--- src/hw/rtl/box_blur_3x3_edge_averaged_macros.svh ---
// Assertion macros for the 3x3 box blur block.
// Included by the top level; depends on nothing else.
`ifndef BOX_BLUR_3X3_EDGE_AVERAGED_MACROS_SVH
`define BOX_BLUR_3X3_EDGE_AVERAGED_MACROS_SVH

// Same-cycle implication, disabled during reset
`define BB3_ASSERT_IMPLIES(label, clk, rst_n, ante, cons, msg) \
  label: assert property (@(posedge clk) disable iff (!rst_n) (ante) |-> (cons)) \
    else $error(msg);

// Next-cycle implication, disabled during reset
`define BB3_ASSERT_NEXT(label, clk, rst_n, ante, cons, msg) \
  label: assert property (@(posedge clk) disable iff (!rst_n) (ante) |=> (cons)) \
    else $error(msg);

`endif

--- src/hw/rtl/bb3_pkg.sv ---
// Shared types, constants and the reciprocal table of the 3x3 box blur.
// No dependencies; used by the top level, the sequencer and the datapath.
package bb3_pkg;

  // Line buffer geometry
  localparam int MAX_WIDTH = 1024;
  localparam int ADDR_W    = $clog2(MAX_WIDTH);

  // Field and register widths
  localparam int FW_W      = 11;
  localparam int FH_W      = 16;
  localparam int CH_W      = 8;
  localparam int PIX_W     = 3 * CH_W;
  localparam int CFG_IDX_W = 1;
  localparam int CFG_DAT_W = 16;

  // Mean arithmetic: sum of up to nine channels, count 1..9
  localparam int SUM_W       = 12;
  localparam int CNT_W       = 4;
  localparam int NUM_W       = SUM_W + 1;
  localparam int RECIP_W     = 17;
  localparam int RECIP_SHIFT = 17;
  localparam int PROD_W      = NUM_W + RECIP_W;

  localparam logic [FW_W-1:0] FW_RESET = FW_W'(640);
  localparam logic [FH_W-1:0] FH_RESET = FH_W'(480);
  localparam logic [FW_W-1:0] FW_MAX   = FW_W'(MAX_WIDTH);

  // Register indexes
  localparam logic [CFG_IDX_W-1:0] CFG_FRAME_WIDTH  = 1'b0;
  localparam logic [CFG_IDX_W-1:0] CFG_FRAME_HEIGHT = 1'b1;

  // Item modes
  localparam logic MODE_PIXEL = 1'b0;
  localparam logic MODE_DRAIN = 1'b1;

  // Line buffer read address source
  typedef enum logic [1:0] {
    ADDR_COL,
    ADDR_PREV,
    ADDR_CUR,
    ADDR_NEXT
  } addr_sel_t;

  // Which neighbourhood the sum stage takes
  typedef enum logic [1:0] {
    RES_FIRST,
    RES_SECOND,
    RES_DRAIN
  } res_sel_t;

  // Controller to datapath
  typedef struct packed {
    logic      accept_pix;
    addr_sel_t addr_sel;
    logic      win_shift;
    logic      ram_wr;
    logic      sum_load;
    res_sel_t  res_sel;
    logic      mul_load;
    logic      out_load;
    logic      adv_pixel;
    logic      adv_drain;
  } ctrl_cmd_t;

  // Datapath to controller
  typedef struct packed {
    logic out1_en;
    logic out2_en;
    logic drain_ok;
    logic out_free;
  } dp_status_t;

  // ceil(2^17 / (2*count)); exact quotient for every numerator of the mean
  function automatic logic [RECIP_W-1:0] mean_recip(input logic [CNT_W-1:0] cnt);
    logic [RECIP_W-1:0] m;
    case (cnt)
      CNT_W'(1): m = RECIP_W'(65536);
      CNT_W'(2): m = RECIP_W'(32768);
      CNT_W'(3): m = RECIP_W'(21846);
      CNT_W'(4): m = RECIP_W'(16384);
      CNT_W'(5): m = RECIP_W'(13108);
      CNT_W'(6): m = RECIP_W'(10923);
      CNT_W'(7): m = RECIP_W'(9363);
      CNT_W'(8): m = RECIP_W'(8192);
      CNT_W'(9): m = RECIP_W'(7282);
      default:   m = '0;
    endcase
    return m;
  endfunction

endpackage

--- src/hw/rtl/bb3_ctrl.sv ---
// Sequencer of the 3x3 box blur: steps each item through read and window and,
// where a result is due, sum, multiply and output. Depends on bb3_pkg.
module bb3_ctrl (
  input  logic                   clk,
  input  logic                   rst_n,
  input  logic                   in_valid,
  input  logic                   in_mode,
  output logic                   in_stall,
  input  bb3_pkg::dp_status_t    status,
  output bb3_pkg::ctrl_cmd_t     cmd
);

  import bb3_pkg::*;

  typedef enum logic [3:0] {
    ST_IDLE,
    ST_PIX_RD,
    ST_PIX_WIN,
    ST_DR_PREV,
    ST_DR_CUR,
    ST_DR_NEXT,
    ST_DR_WIN,
    ST_SUM,
    ST_MUL,
    ST_OUT
  } state_t;

  state_t state_r, state_nxt;
  logic   is_drain_r, is_drain_nxt;
  logic   second_r, second_nxt;
  logic   stall_r, stall_nxt;
  logic   accept;

  assign in_stall = stall_r;
  assign accept   = in_valid && !stall_r;

  // next state and commands
  always_comb begin
    state_nxt    = state_r;
    is_drain_nxt = is_drain_r;
    second_nxt   = second_r;
    cmd          = '0;
    cmd.addr_sel = ADDR_COL;
    cmd.res_sel  = RES_FIRST;

    case (state_r)
      ST_IDLE: begin
        if (accept) begin
          if (in_mode == MODE_PIXEL) begin
            cmd.accept_pix = 1'b1;
            is_drain_nxt   = 1'b0;
            state_nxt      = ST_PIX_RD;
          end else if (status.drain_ok) begin
            is_drain_nxt = 1'b1;
            state_nxt    = ST_DR_PREV;
          end
        end
      end
      ST_PIX_RD: begin
        cmd.addr_sel = ADDR_COL;
        state_nxt    = ST_PIX_WIN;
      end
      ST_PIX_WIN: begin
        cmd.win_shift = 1'b1;
        cmd.ram_wr    = 1'b1;
        if (status.out1_en) begin
          second_nxt = 1'b0;
          state_nxt  = ST_SUM;
        end else if (status.out2_en) begin
          second_nxt = 1'b1;
          state_nxt  = ST_SUM;
        end else begin
          cmd.adv_pixel = 1'b1;
          state_nxt     = ST_IDLE;
        end
      end
      // drain: fetch columns c-1, c, c+1 of both line buffers
      ST_DR_PREV: begin
        cmd.addr_sel = ADDR_PREV;
        state_nxt    = ST_DR_CUR;
      end
      ST_DR_CUR: begin
        cmd.addr_sel  = ADDR_CUR;
        cmd.win_shift = 1'b1;
        state_nxt     = ST_DR_NEXT;
      end
      ST_DR_NEXT: begin
        cmd.addr_sel  = ADDR_NEXT;
        cmd.win_shift = 1'b1;
        state_nxt     = ST_DR_WIN;
      end
      ST_DR_WIN: begin
        cmd.win_shift = 1'b1;
        state_nxt     = ST_SUM;
      end
      ST_SUM: begin
        cmd.sum_load = 1'b1;
        if (is_drain_r) begin
          cmd.res_sel = RES_DRAIN;
        end else if (second_r) begin
          cmd.res_sel = RES_SECOND;
        end else begin
          cmd.res_sel = RES_FIRST;
        end
        state_nxt = ST_MUL;
      end
      ST_MUL: begin
        cmd.mul_load = 1'b1;
        state_nxt    = ST_OUT;
      end
      ST_OUT: begin
        if (status.out_free) begin
          cmd.out_load = 1'b1;
          if (!is_drain_r && !second_r && status.out2_en) begin
            second_nxt = 1'b1;
            state_nxt  = ST_SUM;
          end else begin
            cmd.adv_pixel = !is_drain_r;
            cmd.adv_drain = is_drain_r;
            state_nxt     = ST_IDLE;
          end
        end
      end
      default: begin
        state_nxt = ST_IDLE;
      end
    endcase

    stall_nxt = (state_nxt != ST_IDLE);
  end

  // state and registered outputs
  always_ff @(posedge clk) begin
    if (!rst_n) begin
      state_r    <= ST_IDLE;
      is_drain_r <= 1'b0;
      second_r   <= 1'b0;
      stall_r    <= 1'b0;
    end else begin
      state_r    <= state_nxt;
      is_drain_r <= is_drain_nxt;
      second_r   <= second_nxt;
      stall_r    <= stall_nxt;
    end
  end

endmodule

--- config.mk ---
export PLATFORM = sky130hd
export DESIGN_NAME = bb3_ctrl
export DESIGN_NICKNAME = d
export VERILOG_FILES = /design/src/hw/rtl/box_blur_3x3_edge_averaged_macros.svh /design/src/hw/rtl/bb3_pkg.sv /design/src/hw/rtl/bb3_ctrl.sv
export SDC_FILE = /design/constraint.sdc
export NUM_CORES = 1
export LEC_CHECK = 0
export BUFFER_PORTS_ARGS = -buffer_cell sky130_fd_sc_hd__buf_2
export CAP_MARGIN = 20
export CORE_AREA = 5 5 42 44
export CTS_CLUSTER_SIZE = 28
export DETAILED_ROUTE_END_ITERATION = 6
export DIE_AREA = 0 0 47 49
export HOLD_SLACK_MARGIN = 0.12
export PLACE_DENSITY = 0.7
export SETUP_SLACK_MARGIN = 0.1
export SYNTH_ARGS = -nofsm -noshare
export SYNTH_HDL_FRONTEND = slang
export SYNTH_SLANG_ARGS = --single-unit
export TNS_END_PERCENT = 5
--- constraint.sdc ---
create_clock -name clk -period 1.74 [get_ports clk]
set_input_delay 0.348 -clock clk [delete_from_list [all_inputs] [get_ports clk]]
set_output_delay 0.348 -clock clk [all_outputs]
set_load 0.02 [all_outputs]
==> results of run 1 <==
logic make-up (layout without fill, tap and decap cells):
family / after synthesis / after routing / synth area share, %
xor+xnor: 1 / 1 / 1.580
simple gates: 34 / 34 / 42.22
buf+inv: 4 / 32 / 7.449
flops: 7 / 7 / 25.28
mux: 1 / 1 / 2.031
compound gates: 14 / 14 / 21.45
flip-flops by register name (all words and copies together) (netlist names):
register and flops:
is_drain_r 1, second_r 1, in_stall 1, state_r 4
Yosys cell counts (2+ instances only):
cell	instances
a21oi_1	2
and2_1	3
buf_6	3
dfxtp_1	7
nand2_1	7
nand3_1	2
nor2_1	6
nor2b_1	2
nor3_1	2
nor3b_1	3
nor4b_4	2
o21a_1	3
cell type report:
class,instances,area (um2)
Clock buffer,3,22.52
Clock inverter,1,5.005
Fill cell,132,588.1
Multi-Input combinational cell,50,404.1
Sequential cell,7,155.1
Tap cell,16,20.02
Timing Repair Buffer,28,206.4
what timing repair did:
item	CTS	global route
pin swaps	5	2
resized for setup	13	21
setup buffers	5	0
setup endpoints to repair	11	9
cloned	0	0
path summary, 6_finish.rpt:
| check | depth (start not counted) | endpoint | from | slack [ns] |
|---|---|---|---|---|
| setup / recovery | 4 | cmd[4] | state_r[3]$_SDFF_PN0_ | 0.02 |
| hold / removal | 2 | state_r[2]$_SDFF_PN0_ | rst_n | 0.38 |
| hold reg to reg | 1 | second_r$_SDFFE_PN0P_ | second_r$_SDFFE_PN0P_ | 0.57 |
| setup reg to reg | 5 | in_stall$_SDFF_PN0_ | is_drain_r$_SDFFE_PN0P_ | 0.38 |
power by group:
| group | total (mW) | switching [mW] | internal [mW] | leakage (nW) |
|---|---|---|---|---|
| combinational | 0.535 | 0.263 | 0.272 | 0.277 |
| clock | 0.153 | 0.0688 | 0.0844 | 0.0177 |
| sequential | 0.335 | 0.115 | 0.219 | 0.0602 |
| total | 1.02 | 0.447 | 0.576 | 0.355 |
worst register-to-register path, stage by stage (launching register included):
cell      delay [ns]
dfxtp_1         0.45
nor4b_4         0.08
buf_4           0.15
a21oi_2         0.17
o221ai_2        0.13
o31a_1          0.28
metrics by stage:
stage               setup slack (ns)  setup TNS (ns)  total power, mW  util, %
global placement              0.1621               0           0.7346    46.96
global route                -0.07952         -0.1016            1.092    58.04
finish                       0.01956               0            1.023    58.04
floorplan                    0.04000               0           0.6461        -
detailed placement            0.1187               0           0.7422    46.96
CTS                          0.03823               0           0.9602    53.75
layer usage:
layer	GRT usage, %	wire length [um]
met5	0	0
met4	1.382	36
met3	5.904	108
met2	23.53	877
met1	19.56	662
==> impl_results.md, run 1 <==
* Antenna-violating nets left at 0
* Post-synth ARST share at 0%
* DPL Wire Length at 1.044 mm
* Clock Path Buffers at 2
* EDFF count, synth at 0
* Hold_ws at 0.3829 ns
* Initial antenna violation count at 0
* TritonCTS clock tree: yes
* Final net count at 98
* First-pass GRT wire length at 2.559 mm
* Gr usage total at 14.93%
* Largest net degree at the start of global routing at 12
* Top Family by Delay on Critical Path: simple AND/OR/NAND/NOR gates
* Clk sinks at 7
* Post-synthesis cell area at 554.3 um2
* Cells after DPL at 96
* Worst setup SP type: flip-flop
* Core Region at 1401 um2
* Clock-pin slew on the worst setup and hold paths at 0.06 ns
* Fin crit period at 1.720 ns
* Synthesis warning total at 0
* Die ar. at 2303 um2
* GR Overflow Total at 0
* Fmax at 581.2 MHz
* Share of cells above drive strength 1 at 59.55%
* CTS Root Cell: clkbuf_4
* Post-route cell area at 813.3 um2
* Die width at 47 um
* Initial Util at 39.55%
* Chip Height at 49 um
* Worst setup path class: reg2out
* Rows at 14
* First-pass DRT Iterations at 4
* Clock Skews at 0.001088 ns
* Most common flop cell mapped by yosys: dfxtp_1
* DR vias at 587
* DRT Wirelength at 1.685 mm
* Vias in the first global route at 563
* Slew HR at 73.77%
* CP Max Fanout at 7
* DR vias/cell at 5.590
* Flops & latches, synth at 7
* Top-area cell type share of the netlist area at 25.28%
* Run status: complete, no violations
* Worst path slowest cell: dfxtp_4
* Peak VDD IR at 0.8314 mV
* Class of the worst hold path: in2reg
* Max-Cap Viols at 0
* DP Area at 658.1 um2
* Synth area leader: dfxtp_1
* # diodes at 0
* Initial drt markers at 19
* Most frequent cells in the layout: 12 x buf_2, 9 x buf_4, 7 x buf_6
* Critical path required time at 1.39 ns
* Pwr/cell area at 1258 nW/um2
* Crit path buf inv count at 2
* P_leak at 0.3551 nW
* CP cell instances: buf_6 > and4b_2 > and3b_1 > buf_6
* Final period util at 98.88%
* WL/cell at 16.05 um
* Cell mode on critical path: buf_6
* Average size of a mapped cell at 9.087 um2
* P&R area growth vs syn at 46.73%
* Seq/Total Area, Yosys at 25.28%
* Mapped Cells at 61
* # hold bufs at CTS at 0
* Worst-Margin Slew at 0.3892 ns
* Netlist cell types at 31
* Slew Viols, Final at 0
* CTS Buf Count at 3
* Setup violators final at 0
* # DRC at 0
* Commonest non-fill, non-tap cell in the layout: buf_2
* Post-Layout Cell Count at 105
* Routability cong. at 0.8215
* H-tree levels at 1
* Final hold violations at 0
* Ranking of synthesized cells by area: dfxtp_1 25%, nor4b_4 8.6%, buf_6 6.1%, nand2_1 4.7%, nor2_1 4.1%
* CP Capture Type: output port
* Biggest cell delay along the critical path at 0.35 ns
* Clock latency on the worst-skew pair at 0.26 ns
* CP arrival at 1.37 ns
* Mapped Nets at 69
* RSZ-0062 raised after global routing: true
* Input/output buffers at 20
* Num ports at 21
No activity file was read; power rests on OpenSTA's default activity.
==> run 2: changes to the inputs <==
==> constraint.sdc (replaced) <==
create_clock -name clk -period 1.74 [get_ports clk]
set_input_delay 0.261 -clock clk [delete_from_list [all_inputs] [get_ports clk]]
set_output_delay 0.261 -clock clk [all_outputs]
set_load 0.02 [all_outputs]
==> run 2 against run 1 <==
Largest power group unchanged. Sequential share of layout area grew 1.5 points. Worst hold slack lost 0.10 ns. Clock power grew 7%. Die area stayed put. Final area shrank 7.8%. Critical path depth up 1. Cell count stayed put. Wire length down 12%. Register-to-register slack lost 0.10 ns. Highest routed layer unchanged. Total power fell by 3.5%.
==> impl_results.md, run 2 (same netlist as run 1, synthesis figures left out) <==
* Run status: complete, no violations (unchanged)
* Setup violators final at 0 (unchanged)
* Max-Cap Viols at 0 (unchanged)
* Top Family by Delay on Critical Path: simple AND/OR/NAND/NOR gates (unchanged)
* # DRC at 0 (unchanged)
* Rows at 14 (unchanged)
* Int Pwr at 0.5506 mW (was 0.5760 mW)
* First-pass GRT wire length at 2.083 mm (was 2.559 mm)
* Vias in the first global route at 446 (was 563)
* Gr usage total at 12.40% (was 14.93%)
* Core Region at 1401 um2 (unchanged)
* Routability cong. at 0.8783 (was 0.8215)
* TritonCTS clock tree: yes (unchanged)
* Antenna-violating nets left at 0 (unchanged)
* Fin crit period at 1.621 ns (was 1.720 ns)
* NetSw at 0.4365 mW (was 0.4469 mW)
* CP cell instances: buf_4 > nor3_2 > nand2_1 > nor2_2 > buf_4 (was buf_6 > and4b_2 > and3b_1 > buf_6)
* Die width at 47 um (unchanged)
* Clock-pin slew on the worst setup and hold paths at 0.06 ns (about the same)
* P_leak at 0.3425 nW (was 0.3551 nW)
* Clk sinks at 7 (unchanged)
* Commonest non-fill, non-tap cell in the layout: buf_2 (unchanged)
* DR vias/cell at 5.314 (was 5.590)
* Number of flip-flops in the largest register at 4 (unchanged)
* CTS Root Cell: clkbuf_4 (unchanged)
* Clock Path Buffers at 2 (unchanged)
* Worst setup SP type: flip-flop (unchanged)
* GR Overflow Total at 0 (unchanged)
* CTS Buf Count at 3 (unchanged)
* Final Util at 53.48% (was 58.04%)
* Largest Register: state_r (unchanged)
* Power share of the clock group at 16.6% (was 15.0%)
* Initial Util at 39.55% (unchanged)
* P&R area growth vs syn at 35.21% (was 46.73%)
* Logic pwr share at 50.8% (was 52.3%)
* CP arrival at 1.36 ns (was 1.37 ns)
* Num ports at 21 (unchanged)
* Die ar. at 2303 um2 (unchanged)
* Initial drt markers at 21 (was 19)
* H-tree levels at 1 (unchanged)
* DRT Wirelength at 1.477 mm (was 1.685 mm)
* Clock latency on the worst-skew pair at 0.27 ns (was 0.26 ns)
* DR vias at 558 (was 587)
* Critical path required time at 1.48 ns (was 1.39 ns)
* Most frequent cells in the layout: 18 x buf_2, 8 x buf_4, 7 x nand2_1 (was 12 x buf_2, 9 x buf_4, 7 x buf_6)
* Sequential Power Share at 32.6% (was 32.7%)
* CP Capture Type: output port (unchanged)
* Crit path buf inv count at 2 (unchanged)
* Input/output buffers at 20 (unchanged)
* # diodes at 0 (unchanged)
* Share of cells above drive strength 1 at 55.06% (was 59.55%)
* Slew Viols, Final at 0 (unchanged)
* Class of the worst hold path: in2reg (unchanged)
* First-pass DRT Iterations at 4 (unchanged)
* Chip Height at 49 um (unchanged)
* # hold bufs at CTS at 0 (unchanged)
* Slew HR at 74.27% (was 73.77%)
* DPL Wire Length at 987.3 um (was 1.044 mm)
* Pwr/cell area at 1317 nW/um2 (was 1258 nW/um2)
* RSZ-0062 raised after global routing: true (unchanged)
* CP Max Fanout at 7 (unchanged)
* Initial antenna violation count at 0 (unchanged)
* Largest net degree at the start of global routing at 12 (unchanged)
* Switch share at 44.22% (was 43.69%)
* WL/cell at 14.07 um (was 16.05 um)
* Worst path slowest cell: dfxtp_4 (unchanged)
* Total Neg Setup Slack at 0 ns (unchanged)
* Biggest cell delay along the critical path at 0.38 ns (was 0.35 ns)
* Final net count at 98 (unchanged)
* Worst-Margin Slew at 0.3817 ns (was 0.3892 ns)
* Clock Skews at 0.002092 ns (was 0.001088 ns)
* Peak VDD IR at 0.8667 mV (was 0.8314 mV)
* Worst setup path class: reg2out (unchanged)
* FILL cells at 129 (was 132)
* Fmax at 616.8 MHz (was 581.2 MHz)
* Tot Pwr at 0.9872 mW (was 1.023 mW)
* Final hold violations at 0 (unchanged)
* Cell mode on critical path: buf_4 (was buf_6)
* Final period util at 93.18% (was 98.88%)
-- run 2: cell types whose count changed in the layout (fill, tap and decap cells not counted), sizes merged --
| cell | previous run | this run |
|---|---|---|
| buf | 28 | 26 |
| clkbuf | 3 | 5 |
-- run 2: final timing paths --
kind                    startpoint               endpoint  slack, ns  depth (start not counted)
max          state_r[3]$_SDFF_PN0_                cmd[11]       0.12                          5
min                          rst_n  state_r[3]$_SDFF_PN0_       0.28                          2
max reg2reg  state_r[0]$_SDFF_PN0_    in_stall$_SDFF_PN0_       0.28                          6
min reg2reg  second_r$_SDFFE_PN0P_  second_r$_SDFFE_PN0P_       0.58                          1
-- run 2: power by group through the flow --
stage                     clock [mW]  combinational [mW]  sequential, mW
after floorplan                    0               0.392           0.254
after CTS                      0.169               0.417           0.324
after global placement             0               0.413           0.312
after global routing           0.185               0.547           0.327
after detailed placement           0               0.409           0.316
final                          0.164               0.501           0.321
-- run 2: layer usage --
| layer | vias up | part of all wire [%] | global-route usage [%] |
|---|---|---|---|
| met5 | - | 0 | 0 |
| met1 | 250 | 47 | 18.06 |
| met4 | 0 | 1.5 | 4.147 |
| met3 | 4 | 7.2 | 5.535 |
| met2 | 20 | 44 | 15.84 |
| li1 | 284 | - | - |
-- run 2: per-stage QoR --
stage | hold WS, ns | std cells | setup WS [ns] | area (um2)
floorplan | 0.3785 | 61 | 0.1270 | 556.8
global placement | 0.5464 | 95 | 0.2008 | 650.6
detailed placement | 0.5562 | 95 | 0.1801 | 650.6
CTS | 0.2763 | 99 | 0.009388 | 688.2
global route | 0.2753 | 105 | 0.01281 | 749.5
finish | 0.2788 | 105 | 0.1187 | 749.5
-- run 2: cell type report --
cell class	count	area [um2]	area share, %
clock buffer	3	22.52	3.005
clock inverter	1	5.005	0.6678
multi-input combinational	50	387.9	51.75
sequential	7	153.9	20.53
tap	16	20.02	2.671
timing repair buffer	28	160.2	21.37
-- run 2: repair_timing --
| action | CTS | global route |
|---|---|---|
| setup buffers | 0 | 6 |
| pin swaps | 0 | 5 |
| gates resized for setup | 5 | 8 |
| setup endpoints to repair | 11 | 6 |
-- run 2: worst register-to-register path, cell delays in order (launching register included) --
cell      delay (ns)
dfxtp_2         0.47
nor4b_4         0.09
buf_4           0.14
buf_4           0.12
a21oi_2         0.13
o221ai_2        0.12
o31a_1          0.28
==> run 3: changes to the inputs <==
--- a/config.mk
+++ b/config.mk
@@ -5,12 +5,13 @@
 export SDC_FILE = /design/constraint.sdc
 export NUM_CORES = 1
 export LEC_CHECK = 0
+export ABC_CLOCK_PERIOD_IN_PS = 1740
 export BUFFER_PORTS_ARGS = -buffer_cell sky130_fd_sc_hd__buf_2
 export CAP_MARGIN = 20
-export CORE_AREA = 5 5 42 44
+export CORE_AREA = 8 8 45 47
 export CTS_CLUSTER_SIZE = 28
 export DETAILED_ROUTE_END_ITERATION = 6
-export DIE_AREA = 0 0 47 49
+export DIE_AREA = 0 0 53 55
 export HOLD_SLACK_MARGIN = 0.12
 export PLACE_DENSITY = 0.7
 export SETUP_SLACK_MARGIN = 0.1
==> run 3 against run 2 <==
Utilization is 1.4 points higher. Clock skew fell by 0.0012 ns. Critical endpoint is now cmd[1]. Flip-flop and latch count unchanged. Setup slack improved by 0.0057 ns. Via count is 3.8% higher. Die area grew 27%. Largest power group unchanged.
==> impl_results.md, run 3 (same netlist as run 1, synthesis figures left out) <==
* Worst-Margin Slew at 0.4355 ns (was 0.3817 ns)
* Total Neg Setup Slack at 0 ns (unchanged)
* Share of cells above drive strength 1 at 53.33% (was 55.06%)
* First-pass DRT Iterations at 4 (unchanged)
* TritonCTS clock tree: yes (unchanged)
* CP Max Fanout at 6 (was 7)
* WL/cell at 14.56 um (was 14.07 um)
* Clock-pin slew on the worst setup and hold paths at 0.05 ns (was 0.06 ns)
* Slew Viols, Final at 0 (unchanged)
* Cells after DPL at 94 (was 95)
* # diodes at 0 (unchanged)
* Pwr/cell area at 1357 nW/um2 (was 1317 nW/um2)
* Clock latency on the worst-skew pair at 0.25 ns (was 0.27 ns)
* Slew HR at 70.65% (was 74.27%)
* Max-Cap Viols at 0 (unchanged)
* Final hold violations at 0 (unchanged)
* Largest net degree at the start of global routing at 14 (was 12)
* Most frequent cells in the layout: 18 x buf_2, 10 x buf_4, 7 x nand2_1 (was 18 x buf_2, 8 x buf_4, 7 x nand2_1)
* Grt met3 use at 3.743% (was 5.535%)
* Tot Pwr at 1.031 mW (was 0.9872 mW)
* CP arrival at 1.35 ns (was 1.36 ns)
* P_leak at 0.3421 nW (was 0.3425 nW)
* Initial Util at 40.05% (was 39.55%)
* RSZ-0062 raised after global routing: true (unchanged)
* Number of flip-flops in the largest register at 4 (unchanged)
* PnR worst setup slack at 0.1243 ns (was 0.1187 ns)
* Class of the worst hold path: in2reg (unchanged)
* CP Capture Type: output port (unchanged)
* Rows at 14 (unchanged)
* GRT busiest layer: met2 (was met1)
* Input/output buffers at 20 (unchanged)
* CTS Buf Count at 3 (unchanged)
* Fmax at 618.9 MHz (was 616.8 MHz)
* Critical path required time at 1.48 ns (about the same)
* GR Overflow Total at 0 (unchanged)
* Global Route met1 Usage at 11.87% (was 18.06%)
* Initial drt markers at 7 (was 21)
* Fin crit period at 1.616 ns (was 1.621 ns)
* Clock Skews at 0.0009003 ns (was 0.002092 ns)
* FILL cells at 131 (was 129)
* Peak VDD IR at 0.9594 mV (was 0.8667 mV)
* Clk sinks at 7 (unchanged)
* Vias in the first global route at 474 (was 446)
* DR vias at 579 (was 558)
* Initial antenna violation count at 0 (unchanged)
* Final net count at 99 (was 98)
* Largest Register: state_r (unchanged)
* Antenna-violating nets left at 0 (unchanged)
* Met2 Usage GRT at 12.89% (was 15.84%)
* CTS Root Cell: clkbuf_4 (unchanged)
* Setup Slack @ Placement at 0.1834 ns (was 0.1801 ns)
* P&R area growth vs syn at 37.02% (was 35.21%)
* Die ar. at 2915 um2 (was 2303 um2)
* Chip Height at 55 um (was 49 um)
* DR vias/cell at 5.462 (was 5.314)
* Final period util at 92.86% (was 93.18%)
* Worst setup SP type: flip-flop (unchanged)
* H-tree levels at 1 (unchanged)
* Core Region at 1384 um2 (was 1401 um2)
* Run status: complete, no violations (unchanged)
* Commonest non-fill, non-tap cell in the layout: buf_2 (unchanged)
* Routability cong. at 0.7816 (was 0.8783)
* DPL Wire Length at 1.045 mm (was 987.3 um)
* # DRC at 0 (unchanged)
* Num ports at 21 (unchanged)
* Clock Path Buffers at 2 (unchanged)
* First-pass GRT wire length at 2.021 mm (was 2.083 mm)
* Post-Layout Cell Count at 106 (was 105)
* Die width at 53 um (was 47 um)
* Gr usage total at 9.951% (was 12.40%)
* DRT Wirelength at 1.543 mm (was 1.477 mm)
* Setup violators final at 0 (unchanged)
* Hold_ws at 0.2969 ns (was 0.2788 ns)
* Worst setup path class: reg2out (unchanged)
* # hold bufs at CTS at 0 (unchanged)
==> run 3: cell count changes in the layout (fill, tap and decap cells not counted), sizes merged <==
| cell | previous run | this run |
|---|---|---|
| buf | 26 | 28 |
| clkinv | 1 | 0 |
==> run 3: cell type report <==
type	instances	area, um2	area share (%)
Tap cell	16	20.02	2.636
Clock buffer	4	26.28	3.460
Timing Repair Buffer	29	170.2	22.41
Multi-Input combinational cell	50	387.9	51.07
Sequential cell	7	155.1	20.43
==> run 3: per-layer routing <==
| layer | up-vias | share of wire [%] | wire, um |
|---|---|---|---|
| li1 | 284 | - | - |
| met1 | 272 | 44 | 677 |
| met2 | 19 | 46 | 707 |
| met3 | 4 | 7.0 | 108 |
| met4 | 0 | 3.3 | 51 |
| met5 | - | 0 | 0 |
==> run 3: what timing repair did <==
item,CTS,global route
buffers inserted,0,8
resized for setup,5,8
pin swaps,0,3
setup endpoints to repair,10,6
hold endpoints to repair,0,0
==> run 3: report_power, final <==
group / internal (mW) / total (mW) / switching [mW] / leakage, nW
combinational: 0.286 / 0.548 / 0.263 / 0.267
sequential: 0.219 / 0.336 / 0.117 / 0.0602
clock: 0.0874 / 0.146 / 0.0590 / 0.0150
total: 0.592 / 1.03 / 0.438 / 0.342
==> run 3: worst paths after layout <==
| path | endpoint | slack [ns] | start | cells past startpoint |
|---|---|---|---|---|
| max | cmd[1] | 0.12 | state_r[2]$_SDFF_PN0_ | 4 |
| min | state_r[0]$_SDFF_PN0_ | 0.30 | rst_n | 2 |
| max reg2reg | in_stall$_SDFF_PN0_ | 0.31 | state_r[1]$_SDFF_PN0_ | 5 |
| min reg2reg | second_r$_SDFFE_PN0P_ | 0.56 | second_r$_SDFFE_PN0P_ | 1 |
==> run 3: stage by stage <==
stage / area (um2) / util [%]
2_1_floorplan: 556.8 / -
3_3_place_gp: 643.1 / 46.47
3_5_place_dp: 643.1 / 46.47
4_1_cts: 679.4 / 49.10
5_1_grt: 759.5 / 54.88
6_report: 759.5 / 54.88
==> run 3: critical path, cell delays in order (launching register included) <==
cell     delay [ns]
dfxtp_4        0.38
nor4b_4        0.36
nand2_1        0.08
a21oi_1        0.13
buf_4          0.15
